==> src/rtl/maze_floodfill_step_assert.svh <==
// assertion helpers used by maze_floodfill_step
`ifndef MAZE_FLOODFILL_STEP_ASSERT_SVH
`define MAZE_FLOODFILL_STEP_ASSERT_SVH

// same-cycle implication, checked out of reset
`define MFS_ASSERT_NOW(label, clk, rst_n, ante, cons) \
  label: assert property (@(posedge clk) disable iff (!rst_n) (ante) |-> (cons)) \
    else $error("same-cycle assertion failed");

// next-cycle implication, checked out of reset
`define MFS_ASSERT_NEXT(label, clk, rst_n, ante, cons) \
  label: assert property (@(posedge clk) disable iff (!rst_n) (ante) |=> (cons)) \
    else $error("next-cycle assertion failed");

`endif

==> src/rtl/mfs_ram.sv <==
`timescale 1ns / 1ps

module mfs_ram #(
  parameter int unsigned Width = 8,
  parameter int unsigned Depth = 256,
  localparam int unsigned AddrW = (Depth > 1) ? $clog2(Depth) : 1
) (
  input  logic             clk_i,
  input  logic             we_i,
  input  logic [AddrW-1:0] waddr_i,
  input  logic [Width-1:0] wdata_i,
  input  logic [AddrW-1:0] raddr_i,
  output logic [Width-1:0] rdata_o
);

  logic [Width-1:0] mem_q [Depth];

  always_ff @(posedge clk_i) begin
    if (we_i) mem_q[waddr_i] <= wdata_i;
    rdata_o <= mem_q[raddr_i];
  end

endmodule

==> config.mk <==
export PLATFORM = sky130hd
export DESIGN_NAME = mfs_ram
export DESIGN_NICKNAME = d
export VERILOG_FILES = /design/src/rtl/maze_floodfill_step_assert.svh /design/src/rtl/mfs_ram.sv
export SDC_FILE = /design/constraint.sdc
export NUM_CORES = 2
export LEC_CHECK = 0
export ABC_AREA = 1
export BUFFER_PORTS_ARGS = -buffer_cell sky130_fd_sc_hd__buf_2
export CORE_ASPECT_RATIO = 1.75
export CORE_MARGIN = 2
export CORE_UTILIZATION = 55
export CTS_BUF_LIST = sky130_fd_sc_hd__clkbuf_8 sky130_fd_sc_hd__clkbuf_16
export CTS_CLUSTER_DIAMETER = 50
export DETAILED_ROUTE_END_ITERATION = 10
export PLACE_DENSITY = 0.74
export SETUP_SLACK_MARGIN = 0.02
export SLEW_MARGIN = 10
export SYNTH_ARGS = -nofsm -noshare
export SYNTH_HDL_FRONTEND = slang
export SYNTH_SLANG_ARGS = --single-unit
==> constraint.sdc <==
create_clock -name clk_i -period 2.6 [get_ports clk_i]
set_input_delay 0.13 -clock clk_i [delete_from_list [all_inputs] [get_ports clk_i]]
set_output_delay 0.13 -clock clk_i [all_outputs]
set_load 0.02 [all_outputs]
-- Word-level counts from Yosys, hierarchy flattened
Memories as Yosys holds them, arrays and structs flattened. A register that Yosys moved wholly into a read port is not among the register bits.
Cells that the tools add are included.
- word-level logic and storage cells: 3
- bits in writable memories: 2048
- memories: 1
- flip-flop bits (word level): 0
- memory list (memory ; depth ; width ; rd ports ; clocked after Yosys merged registers in ; wr ports ; RTL line ; text):
    mem_q ; 256 ; 8 ; 1 ; 1 ; 1 ; mfs_ram.sv:16 ; logic [Width-1:0] mem_q [Depth];
- muxes and demuxes: 2
- operator list (operator ; number):
    two-way mux 1 bit ; 2

-- Longest topological paths before layout
- depth after elaboration: 2
- mapped depth: 15
- depth with buffers taken out: 11

-- Least setup slack after synthesis
Ideal clock, no wire load.
- path type: input to register
- from: in we_i
- to: mem mem_q[162][0] (enable)
- path buffers: 2
- setup slack: 0.979 ns
- required time: 2.230 ns
- setup time: 0.370 ns
- cell stages on the path: 4
- arrival: 1.251 ns
- cell sequence: clkbuf_1 > nand3_1 > clkbuf_1 > nor2_1
- cells in the longest elaborated chain, start to end: 2
- ends and longest elaborated chain (element ; RTL line ; text):
    from (decl) ; mfs_ram.sv:9 ; input logic we_i,
    two-way mux 1 bit ; mfs_ram.sv:19 ; if (we_i) mem_q[waddr_i] <= wdata_i;
    two-way mux 1 bit (implied by the code) ; mfs_ram.sv:19 ;
    to (decl) ; mfs_ram.sv:16 ;
Every way passes these cells.

==> out/results.ini <==
[status]
status=finished, violations left
violations=DRC

[pwr]
power_density_nw_per_um2=703
power.leakage_nw=33.4
ir_drop_v=0.000542

[floorplanning]
io_pins=34
fp.dieW_um=298
die_area_um2=155000
die_h_um=519
rows=189
start_util_pct=55.2
core_area_um2=151000

[timing]
worst_slew_pin_slew_ps=838
period_needed_ps=2290
finClkSkew_ps=22.9
rsz0062_at_grt=false
setup_tns_ps=0
setup_viol=0
finalHoldViolCount=0
drv_slew=0
slew_headroom_pct=44.0
period_share_pct=88.1
setup_ws_ps=310
timing.fmax_ghz=0.437

[logic_synthesis]
ys_seq_area_share_pct=73.9
yosysWarnings=0
netlist_area_um2=83400
synth_seq_cells=2056
syn_nets=7029
syn_avg_cell_area_um2=11.9
synth.distinct_cells=14
syn_inst=7003

[worst_setup_path]
path_common_cell=nand3_1
critical-path-top-delay-family=simple AND/OR/NAND/NOR gates
regToRegStartpoint=mem_q[146][6]
worst-path-buf-inv=0
rr_endpoint=rdata_o[6]
crit_type=flip-flop to flip-flop
cp.arrival_ps=2980
start_kind=flip-flop
crit_path_end_kind=flip-flop
required_ps=3290
reg2reg_slack_ps=310
cp_cell_sequence=nand2_1, nand3_1, nand3_1, nand3_1, nand3_1, nand3_1, nand3_1, nand2_1, nand2_1, nand2_1
slowest_delay_ps=540
cp_max_fo=1
reg2regPathDepth=10
slowest_stage=nand3_1

[routing]
wl_per_cell_um=24.7
drc=3
drt_iter0_drc=6945
routed_via_density=6.07
routed_wl_um=231000
first_pass_iters=9
vias=56900
postRouteAntennaNets=0

[global_routing]
grt_antenna_before_repair=4
grt_max_degree=120
track_usage_pct=29.6
overflow=0
grt_first_pass_wirelength_um=341000
first_global_vias=55400

[hold_path]
min_path_type=input port to flip-flop
holdPathEnd=rdata_o[7]
min-delay-start=raddr_i[5]
worstHoldPathCells=6

[placement]
dpl_cell_area_um2=88500
numPlacedInstances=9047
place_ws_ps=-166
place_hpwl_um=143000
portBuffers=33
routabilityCongestion=0.917

[clock_network]
clockRootBuffer=clkbuf_16
cts_tree=yes
cts.htree.levels=4
cts-buffers-inserted=166
cts.sink_count=2056
clk_pin_slew_ps=70
postCtsSetupBuffers=0
clock_latency_ps=820
clk_path_buf_depth=3

[run]
maxCapViolations=0

[final_layout]
final_cells=9363
fin_area_um2=94000
nets=7246
fin_util_pct=62.2
area_growth_pct=12.7
final_layout_size_suffix_gt1_share_pct=10.3

==> Yosys cell counts, drive strengths merged <==
| cell | instances | area share [%] |
|---|---|---|
| nor2 | 283 | 1.3 |
| dfxtp | 8 | 0.19 |
| nand3 | 2019 | 12 |
| inv | 39 | 0.18 |
| nand2 | 2123 | 9.6 |
| edfxtp | 2048 | 74 |
| buf | 371 | 2.4 |
| clkbuf | 112 | 0.50 |
==> kinds of logic (layout without fill, tap and decap cells) <==
family,after synthesis,in the layout,share of synthesized area (%)
buffers and inverters,522,870,3.12
and+or+nand+nor,4425,4425,22.9
DFF,2056,2056,73.9
other,0,7,0
==> worst register-to-register path, cell delays in order, from the launching register on <==
cell      delay [ps]
edfxtp_1         370
nand2_1           80
nand3_1          100
nand3_1          200
nand3_1          110
nand3_1          120
nand3_1          250
nand3_1          540
nand2_1          180
nand2_1          170
nand2_1           80
==> per-stage QoR <==
step / hold WS [ps] / power, mW
floorplan: 229 / 39.5
CTS: 29.4 / 66.1
finish: 73.6 / 66.1
global placement: 568 / 41.5
global route: 104 / 67.6
detailed placement: 571 / 41.6
==> placed cells by master, fill, tap and decap left out <==
master	netlist	final
clkinvlp_4	0	4
inv_2	2	1
buf_12	0	85
diode_2	0	7
nor2_1	283	283
clkinv_1	0	43
nand3_1	2019	2019
dfxtp_1	8	8
buf_8	1	11
edfxtp_1	2048	2048
inv_8	0	2
clkinv_4	0	1
inv_4	1	1
dlygate4sd3_1	0	10
clkbuf_16	0	169
nand2_1	2123	2123
clkinv_2	0	24
bufinv_16	0	17
buf_4	46	405
buf_2	268	21
inv_6	0	10
clkbuf_8	0	4
clkinv_8	0	3
inv_1	36	58
inv_16	0	1
==> registers in the layout (all words and copies together) (netlist names) <==
signal,count
rdata_o,8
mem_q,2048
==> report_power, final <==
part	switching, mW	internal [mW]
clock	11.4	13.6
sequential	0.0490	36.5
combinational	3.30	1.19
==> repair_timing <==
item | CTS | global route
hold buffers | 10 | 0
hold endpoints to repair | 627 | 0
resized for setup | 0 | 0
==> routing by layer <==
layer  wire length, µm  global-route usage [%]
met4             18100                    20.9
met1             75100                    33.5
met2            118000                    51.0
met5                22                       0
met3             20000                    4.71
==> area by class of cell <==
type                            instances  area (µm²)
Clock buffer                          173        4280
Tap cell                             2005        2510
Clock inverter                        126        1060
Multi-Input combinational cell       4425       19100
Antenna cell                            7        17.5
Timing Repair Buffer                  532        5110
Fill cell                           11000       57200
Sequential cell                      2056       61700
Inverter                               39         180
==> how the worst max path moves through the flow <==
stage | startpoint | endpoint | cells past startpoint
floorplan | we_i | mem_q[162][0] | 4
global route | mem_q[151][0] | rdata_o[0] | 10
finish | mem_q[146][6] | rdata_o[6] | 10
CTS | mem_q[153][6] | rdata_o[6] | 10
detailed placement | raddr_i[0] | rdata_o[6] | 14
global placement | raddr_i[0] | rdata_o[6] | 14
No activity file was read; power rests on OpenSTA's default activity.
