File: config.mk
export PLATFORM = sky130hd
export DESIGN_NAME = mfs_cell_queue
export DESIGN_NICKNAME = d
export VERILOG_FILES = /design/src/rtl/maze_floodfill_step_assert.svh /design/src/rtl/mfs_pkg.sv /design/src/rtl/mfs_ram.sv /design/src/rtl/mfs_cell_queue.sv
export SDC_FILE = /design/constraint.sdc
export NUM_CORES = 2
export LEC_CHECK = 0
export BUFFER_PORTS_ARGS = -buffer_cell sky130_fd_sc_hd__buf_2
export CAP_MARGIN = 40
export CORE_ASPECT_RATIO = 1.25
export CORE_MARGIN = 2
export CORE_UTILIZATION = 35
export CTS_CLUSTER_SIZE = 25
export DETAILED_ROUTE_END_ITERATION = 12
export MAX_ROUTING_LAYER = met4
export PLACE_DENSITY = 0.52
export REMOVE_ABC_BUFFERS = 1
export SLEW_MARGIN = 5
export SYNTH_ARGS = -nofsm -noshare
export SYNTH_HDL_FRONTEND = slang
export SYNTH_HIERARCHICAL = 1
export SYNTH_SLANG_ARGS = --single-unit
File: constraint.sdc
create_clock -name clk_i -period 4.2 [get_ports clk_i]
set_input_delay 0.42 -clock clk_i [delete_from_list [all_inputs] [get_ports clk_i]]
set_output_delay 0.42 -clock clk_i [all_outputs]
set_load 0.02 [all_outputs]
File: src/rtl/maze_floodfill_step_assert.svh
// assertion helpers used by maze_floodfill_step
`ifndef MAZE_FLOODFILL_STEP_ASSERT_SVH
`define MAZE_FLOODFILL_STEP_ASSERT_SVH

// same-cycle implication, checked out of reset
`define MFS_ASSERT_NOW(label, clk, rst_n, ante, cons) \
  label: assert property (@(posedge clk) disable iff (!rst_n) (ante) |-> (cons)) \
    else $error("same-cycle assertion failed");

// next-cycle implication, checked out of reset
`define MFS_ASSERT_NEXT(label, clk, rst_n, ante, cons) \
  label: assert property (@(posedge clk) disable iff (!rst_n) (ante) |=> (cons)) \
    else $error("next-cycle assertion failed");

`endif

File: src/rtl/mfs_pkg.sv
`timescale 1ns / 1ps

package mfs_pkg;

  localparam int unsigned GRID_SIDE   = 16;
  localparam int unsigned QUEUE_DEPTH = 256;

  localparam int unsigned CW    = $clog2(GRID_SIDE);
  localparam int unsigned CAW   = 2 * CW;
  localparam int unsigned NMEM  = 1 << CAW;
  localparam int unsigned QAW   = $clog2(QUEUE_DEPTH);
  localparam int unsigned QCW   = $clog2(QUEUE_DEPTH + 1);
  localparam int unsigned DW    = 8;
  localparam int unsigned WW    = 4;
  localparam int unsigned SEED_LO = GRID_SIDE / 2 - 1;
  localparam int unsigned SEED_HI = GRID_SIDE / 2;

  localparam logic [DW-1:0] FAR_DIST = 8'd255;

  localparam logic [1:0] DIR_N = 2'd0;
  localparam logic [1:0] DIR_E = 2'd1;
  localparam logic [1:0] DIR_S = 2'd2;
  localparam logic [1:0] DIR_W = 2'd3;

  typedef enum logic [2:0] {
    ACT_FWD       = 3'd0,
    ACT_RIGHT     = 3'd1,
    ACT_RIGHT_CAL = 3'd2,
    ACT_LEFT      = 3'd3,
    ACT_LEFT_CAL  = 3'd4,
    ACT_UTURN     = 3'd5
  } action_e;

  typedef enum logic [3:0] {
    ST_WINIT,
    ST_IDLE,
    ST_MARK_RD,
    ST_MARK_WR,
    ST_CLEAR,
    ST_SEED,
    ST_POP,
    ST_QDAT,
    ST_CELL,
    ST_NB_RD,
    ST_NB_UPD,
    ST_DEC_RD,
    ST_DEC_CAP,
    ST_FINISH
  } state_e;

  typedef struct packed {
    logic [3:0] wall_sensors;
    logic       return_home;
  } in_t;

  typedef struct packed {
    logic [2:0] action;
    logic [3:0] new_x;
    logic [3:0] new_y;
    logic [1:0] new_heading;
    logic [7:0] cell_distance;
  } out_t;

  typedef struct packed {
    logic flush;
    logic push;
    logic pop;
  } q_ctrl_t;

  typedef struct packed {
    logic empty;
    logic full;
  } q_stat_t;

  typedef struct packed {
    logic          ok;
    logic [CW-1:0] x;
    logic [CW-1:0] y;
  } nb_t;

  function automatic logic [CAW-1:0] cell_addr(logic [CW-1:0] x, logic [CW-1:0] y);
    return {x, y};
  endfunction

  function automatic logic [WW-1:0] dir_bit(logic [1:0] d);
    return WW'(1) << d;
  endfunction

  // neighbor in an absolute direction, ok low when it falls off the grid
  function automatic nb_t neighbor(logic [CW-1:0] x, logic [CW-1:0] y, logic [1:0] d);
    nb_t r;
    r.ok = 1'b1;
    r.x  = x;
    r.y  = y;
    case (d)
      DIR_N: begin
        if ({1'b0, y} + (CW+1)'(1) >= (CW+1)'(GRID_SIDE)) r.ok = 1'b0;
        else r.y = y + CW'(1);
      end
      DIR_E: begin
        if ({1'b0, x} + (CW+1)'(1) >= (CW+1)'(GRID_SIDE)) r.ok = 1'b0;
        else r.x = x + CW'(1);
      end
      DIR_S: begin
        if (y == '0) r.ok = 1'b0;
        else r.y = y - CW'(1);
      end
      default: begin
        if (x == '0) r.ok = 1'b0;
        else r.x = x - CW'(1);
      end
    endcase
    return r;
  endfunction

  function automatic logic [WW-1:0] wall_reset(logic [CAW-1:0] a);
    logic [CW-1:0] x;
    logic [CW-1:0] y;
    logic [WW-1:0] w;
    x = a[CAW-1:CW];
    y = a[CW-1:0];
    w = '0;
    if (y == CW'(GRID_SIDE - 1)) w = w | dir_bit(DIR_N);
    if (x == CW'(GRID_SIDE - 1)) w = w | dir_bit(DIR_E);
    if (y == '0) w = w | dir_bit(DIR_S);
    if (x == '0) w = w | dir_bit(DIR_W);
    return w;
  endfunction

  function automatic logic [CAW-1:0] seed_cell(logic [1:0] k);
    logic [CAW-1:0] r;
    case (k)
      2'd0:    r = cell_addr(CW'(SEED_LO), CW'(SEED_HI));
      2'd1:    r = cell_addr(CW'(SEED_HI), CW'(SEED_LO));
      2'd2:    r = cell_addr(CW'(SEED_LO), CW'(SEED_LO));
      default: r = cell_addr(CW'(SEED_HI), CW'(SEED_HI));
    endcase
    return r;
  endfunction

endpackage

File: src/rtl/mfs_ram.sv
`timescale 1ns / 1ps

module mfs_ram #(
  parameter int unsigned Width = 8,
  parameter int unsigned Depth = 256,
  localparam int unsigned AddrW = (Depth > 1) ? $clog2(Depth) : 1
) (
  input  logic             clk_i,
  input  logic             we_i,
  input  logic [AddrW-1:0] waddr_i,
  input  logic [Width-1:0] wdata_i,
  input  logic [AddrW-1:0] raddr_i,
  output logic [Width-1:0] rdata_o
);

  logic [Width-1:0] mem_q [Depth];

  always_ff @(posedge clk_i) begin
    if (we_i) mem_q[waddr_i] <= wdata_i;
    rdata_o <= mem_q[raddr_i];
  end

endmodule

File: src/rtl/mfs_cell_queue.sv
`timescale 1ns / 1ps

module mfs_cell_queue (
  input  logic                    clk_i,
  input  logic                    rst_ni,
  input  mfs_pkg::q_ctrl_t        ctrl_i,
  input  logic [mfs_pkg::CAW-1:0] cell_i,
  output logic [mfs_pkg::CAW-1:0] cell_o,
  output mfs_pkg::q_stat_t        stat_o
);
  import mfs_pkg::*;

  logic [QAW-1:0] head_q, head_d;
  logic [QAW-1:0] tail_q, tail_d;
  logic [QCW-1:0] count_q, count_d;
  logic           do_push;

  assign stat_o.empty = (count_q == '0);
  assign stat_o.full  = (count_q == QCW'(QUEUE_DEPTH));
  assign do_push      = ctrl_i.push && !stat_o.full;

  always_comb begin
    head_d  = head_q;
    tail_d  = tail_q;
    count_d = count_q;
    if (ctrl_i.flush) begin
      head_d  = '0;
      tail_d  = '0;
      count_d = '0;
    end else if (do_push) begin
      tail_d  = (tail_q == QAW'(QUEUE_DEPTH - 1)) ? '0 : tail_q + QAW'(1);
      count_d = count_q + QCW'(1);
    end else if (ctrl_i.pop && !stat_o.empty) begin
      head_d  = (head_q == QAW'(QUEUE_DEPTH - 1)) ? '0 : head_q + QAW'(1);
      count_d = count_q - QCW'(1);
    end
  end

  always_ff @(posedge clk_i or negedge rst_ni) begin
    if (!rst_ni) begin
      head_q  <= '0;
      tail_q  <= '0;
      count_q <= '0;
    end else begin
      head_q  <= head_d;
      tail_q  <= tail_d;
      count_q <= count_d;
    end
  end

  mfs_ram #(.Width(CAW), .Depth(QUEUE_DEPTH)) u_qram (
    .clk_i   (clk_i),
    .we_i    (do_push && !ctrl_i.flush),
    .waddr_i (tail_q),
    .wdata_i (cell_i),
    .raddr_i (head_q),
    .rdata_o (cell_o)
  );

endmodule

======== Yosys cells after proc, flatten, opt, wreduce, memory -nomap -nowiden ========
Memories as Yosys holds them, arrays and structs flattened. A register that Yosys moved wholly into a read port is not among the register bits.
Cells that the tools add are included.
Widths: inputs -> output; s select.
operators by class
  equal/unequal tests ..................... 4
  $add $sub $neg .......................... 4
  reduce and logical (&&, ||, !) cells .... 11
  multiplexer cells ....................... 12
operator list
  operator             count
  $mux 8               7
  $mux 9               3
  $add 8x1->8 const B  2
  $eq 8x8->1 const B   2
  $add 9x1->9 const B  1
  $eq 9x9->1 const B   1
  $logic_not 9->1      1
  $sub 9x1->9 const B  1
  $reduce_bool 2->1    2
  $logic_and 1x1->1    3
  $logic_not 1->1      3
  $reduce_bool 3->1    1
  $mux 1               2
  $ne 2x2->1 const B   1
  $reduce_and 2->1     1
storage, ports and cells
  bits of input ports ..................... 13
  word-level logic and storage cells ...... 35
  output and inout port bits .............. 10
  bits in registers ....................... 25
  RAM bits ................................ 2,048
  memories ................................ 1
memories
  name          depth  width  read ports  clocked after memory_dff  wr ports  RTL line       RTL
  u_qram.mem_q  256    8      1           1                         1         mfs_ram.sv:16  logic [Width-1:0] mem_q [Depth];

======== Logic depth before layout (Yosys ltp) ========
  depth after elaboration ................. 6
  mapped depth ............................ 11
  gate-level depth less buffers ........... 9

======== Hierarchy ========
The synthesis kept the hierarchy.
modules (own cells, without submodules)
  module          cells each  area each (um2)  times used  seq. area each (um2)
  mfs_ram         3,733       79,556.3         1           61,659.1
  mfs_cell_queue  179         1,637.8          1           625.6

======== Least setup slack after synthesis ========
No wires, ideal clock.
  path type ............................... register to register
  start ................................... reg count_q[6]
  end ..................................... reg count_q[8]
  buffers on the path ..................... 0
  stages on the path, launching flop included .. 9
  clock period less this slack ............ 3,055 ps
  required time ........................... 4,106 ps
  data arrival time ....................... 2,961 ps
  library setup time ...................... 94 ps
  slack ................................... 1,145 ps
  cell sequence ........................... dfrtp_1 or4_4 o31ai_4 ha_1 a21oi_1 nor3b_1 a21o_1 mux2_2 a211oi_1
on the way
  cells in the longest elaborated chain, start to end .. 5
  elaborated cells between the ends (all ways) .. 12
  classes of those cells .................. add/sub: 2; eq/ne: 1; mux: 3; reduce/logical: 6
RTL lines
  element                                              RTL line              RTL
  start, declared                                      mfs_cell_queue.sv:15  logic [QCW-1:0] count_q, count_d;
  start signal, assigned                               mfs_cell_queue.sv:47  count_q <= count_d;
  branches (longest 5 deep; another with $sub 9x1->9)  -
Several ways; the timed one is not identified. The select of a mux whose other input is x is not followed.
A chain may end at the register's enable or synchronous reset.

==> reports/results.ini <==
[status]
outcome=finished, final reports clean

[synth]
synth.ff_latch_count=2081
synthArstFlopShare_pct=1.20
synth.top_cell.area_share_pct=75.7
yosysMostFrequentCell=edfxtp_1
yosys_warnings=6
synth_edf_count=2048
yosysUniqueCellTypes=75
syn-cell-area_sq_um=81200
synthTopCellsByCount=edfxtp_1, mux4_2, nor2_1
synth_flop_cell=edfxtp_1
synth.avg_cell_area_sq_um=20.8
synth_top_area_cell=edfxtp_1
ys_seq_area_share_pct=76.7
syn_inst=3912
synth_area_leaders=edfxtp_1, mux4_2, mux2i_1

[die]
chipWidth_microns=435
design.core.area_sq_um=230000
die_h_microns=542
io-pin-count=23
dieArea_sq_um=236000
num_rows=197
start_util_pct=35.2

[drt]
ant_nets=0
vias=40565
drt_iter0_markers=3701
viasPerCell=5.42
wl_per_cell_microns=29.0
first_pass_iters=5
wirelength_mm=218
drc=0

[place]
dpl_cell_area_sq_um=86800
hpwl_mm=139
gp_congestion=0.812
io_buffers=22

[sta]
finalHoldViolCount=0
fin_crit_ns=3.77
slew_viol_final=0
relSlewSlack_pct=28.9
max_freq_mhz=265
setup_tns_ns=0
holdWs_ns=0.0505
grt_setup_unrepaired=false
setup_viol=0
worstMarginPinSlew_ns=1.07
finalCritPeriodShare_pct=89.9
worst_clock_skew_ns=0.0637

[critical_path]
critPathCaptureType=register
cp_max_fo=34
cp.required_ns=4.90
rrSetupSlack_ns=0.43
start_kind=register
criticalPathCategory=register to register
cp_data_arrival_time_ns=4.48

[clock_tree]
clock_latency_ns=0.87
cts_buffers=206
cts_root_buf=clkbuf_16
cts_tree=yes
h-tree-depth=4
cts.sinks=2081
clk_pin_slew_ns=0.06
cts.path.max_buffers=4

[pwr]
combPwrFrac_pct=9.2
swShare_pct=22.6
power_frac_seq_pct=51.4
ir_drop_v=0.000345
power_switching_mw=10.1
leakage_nw=28.2
clockPowerShare_pct=39.4
power_density_nw_per_um2=480
p_int_mw=34.6

[global_routing]
grt_pass1_wl_mm=312
grt_max_degree=127
antenna_found_initial=2
grt_use_total_pct=18.8
grt_pass1_vias=41837
grt.overflow.total=0

[finish]
final_nets=4266
stdcell_area_sq_um=93100
drive_gt1_share_pct=25.6
syn2layout_area_growth_pct=14.7

[min_path]
min_path_type=input pin to register

[run]
maxCapViolCount=0

## layer usage
layer	GRT usage (%)	part of all wire, %	up-vias
met5	-	0	-
met4	5.37	2.8	0
met3	2.03	4.1	334
met2	32.8	53	1072
met1	23.0	40	22122
li1	-	-	17037
## final timing paths
path                       startpoint                   end  cells after the start
hold reg to reg            count_q[4]            count_q[4]                      2
setup reg to reg            head_q[0]     u_qram/rdata_o[6]                      9
min in group asynchronous      rst_ni            count_q[1]                      2
setup / recovery            head_q[0]     u_qram/rdata_o[6]                      9
hold / removal              cell_i[2]  u_qram/mem_q[224][2]                      1
max in group asynchronous      rst_ni             head_q[1]                      2
## power groups by stage
| stage | sequential [mW] | clock, mW | combinational (mW) |
|---|---|---|---|
| after floorplan | 23.7 | 0 | 2.97 |
| after global placement | 23.4 | 0 | 4.19 |
| after detailed placement | 23.4 | 0 | 4.21 |
| after CTS | 23.0 | 18.0 | 4.22 |
| after global routing | 23.0 | 18.7 | 4.42 |
| final | 23.0 | 17.6 | 4.12 |
## area by class of cell
cell class | count | area [sq um]
clock inverter | 107 | 871
inverter | 8 | 32.5
clock buffer | 260 | 5390
antenna | 3 | 7.51
tap | 3084 | 3860
timing repair buffer | 360 | 3170
sequential | 2081 | 62300
multi-input combinational | 1586 | 17500
fill | 20478 | 137000
## sequential cells by signal, indices dropped and copies added, names as in the netlist
register        count
u_qram/rdata_o      8
u_qram/mem_q     2048
count_q             9
tail_q              8
head_q              8
## kinds of logic (layout without fill, tap and decap cells)
family                     Yosys count  count (layout)  share of synthesized area, %
muxes                              594             594                          14.4
and+or+nand+nor                    539             539                          3.03
adders and majority gates           10              10                         0.163
other                                0               3                             0
DFF                               2081            2081                          76.7
buffers and inverters              245             735                          1.84
xor gates and xnor gates            11              11                         0.119
AOI/OAI and AO/OA                  432             432                          3.77
## stage by stage
step                utilization (%)  setup WS (ns)  power, mW  instances
floorplan                         -         -20.02       26.7       3675
global placement               37.4         -0.240       27.6       7020
detailed placement             37.7          0.402       27.7       7114
CTS                            40.4          0.367       45.2       7483
global route                   40.4          0.342       46.1       7487
finish                         40.4          0.425       44.7       7489
## cell usage in the layout, fill, tap and decap left out, types with 45 or more instances in the layout
| cell | Yosys | layout |
|---|---|---|
| clkinv_1 | 1 | 45 |
| nor2_1 | 303 | 300 |
| clkbuf_16 | 0 | 207 |
| nand2_1 | 48 | 48 |
| a22oi_1 | 133 | 133 |
| mux4_2 | 454 | 454 |
| clkbuf_1 | 114 | 52 |
| edfxtp_1 | 2048 | 2048 |
| a21oi_1 | 107 | 107 |
| mux2i_1 | 136 | 136 |
| buf_4 | 27 | 296 |
| o221ai_1 | 46 | 46 |
## worst max-delay path, cell delays in order (launching register included)
cell,delay (ns)
dfrtp_4,0.67
buf_12,0.35
buf_12,0.28
mux4_2,0.57
a22o_1,0.26
a221oi_2,0.37
o32ai_2,0.17
nor3_1,0.55
buf_4,0.27
nor4_2,0.06
## repair_timing
| item | 4_1_cts | 5_1_grt |
|---|---|---|
| gates resized for setup | 0 | 0 |
| setup buffers | 0 | 0 |
| hold buffers | 2 | 0 |
| endpoints found under the hold margin | 26 | 0 |
Power figures use the tool's default switching activity.
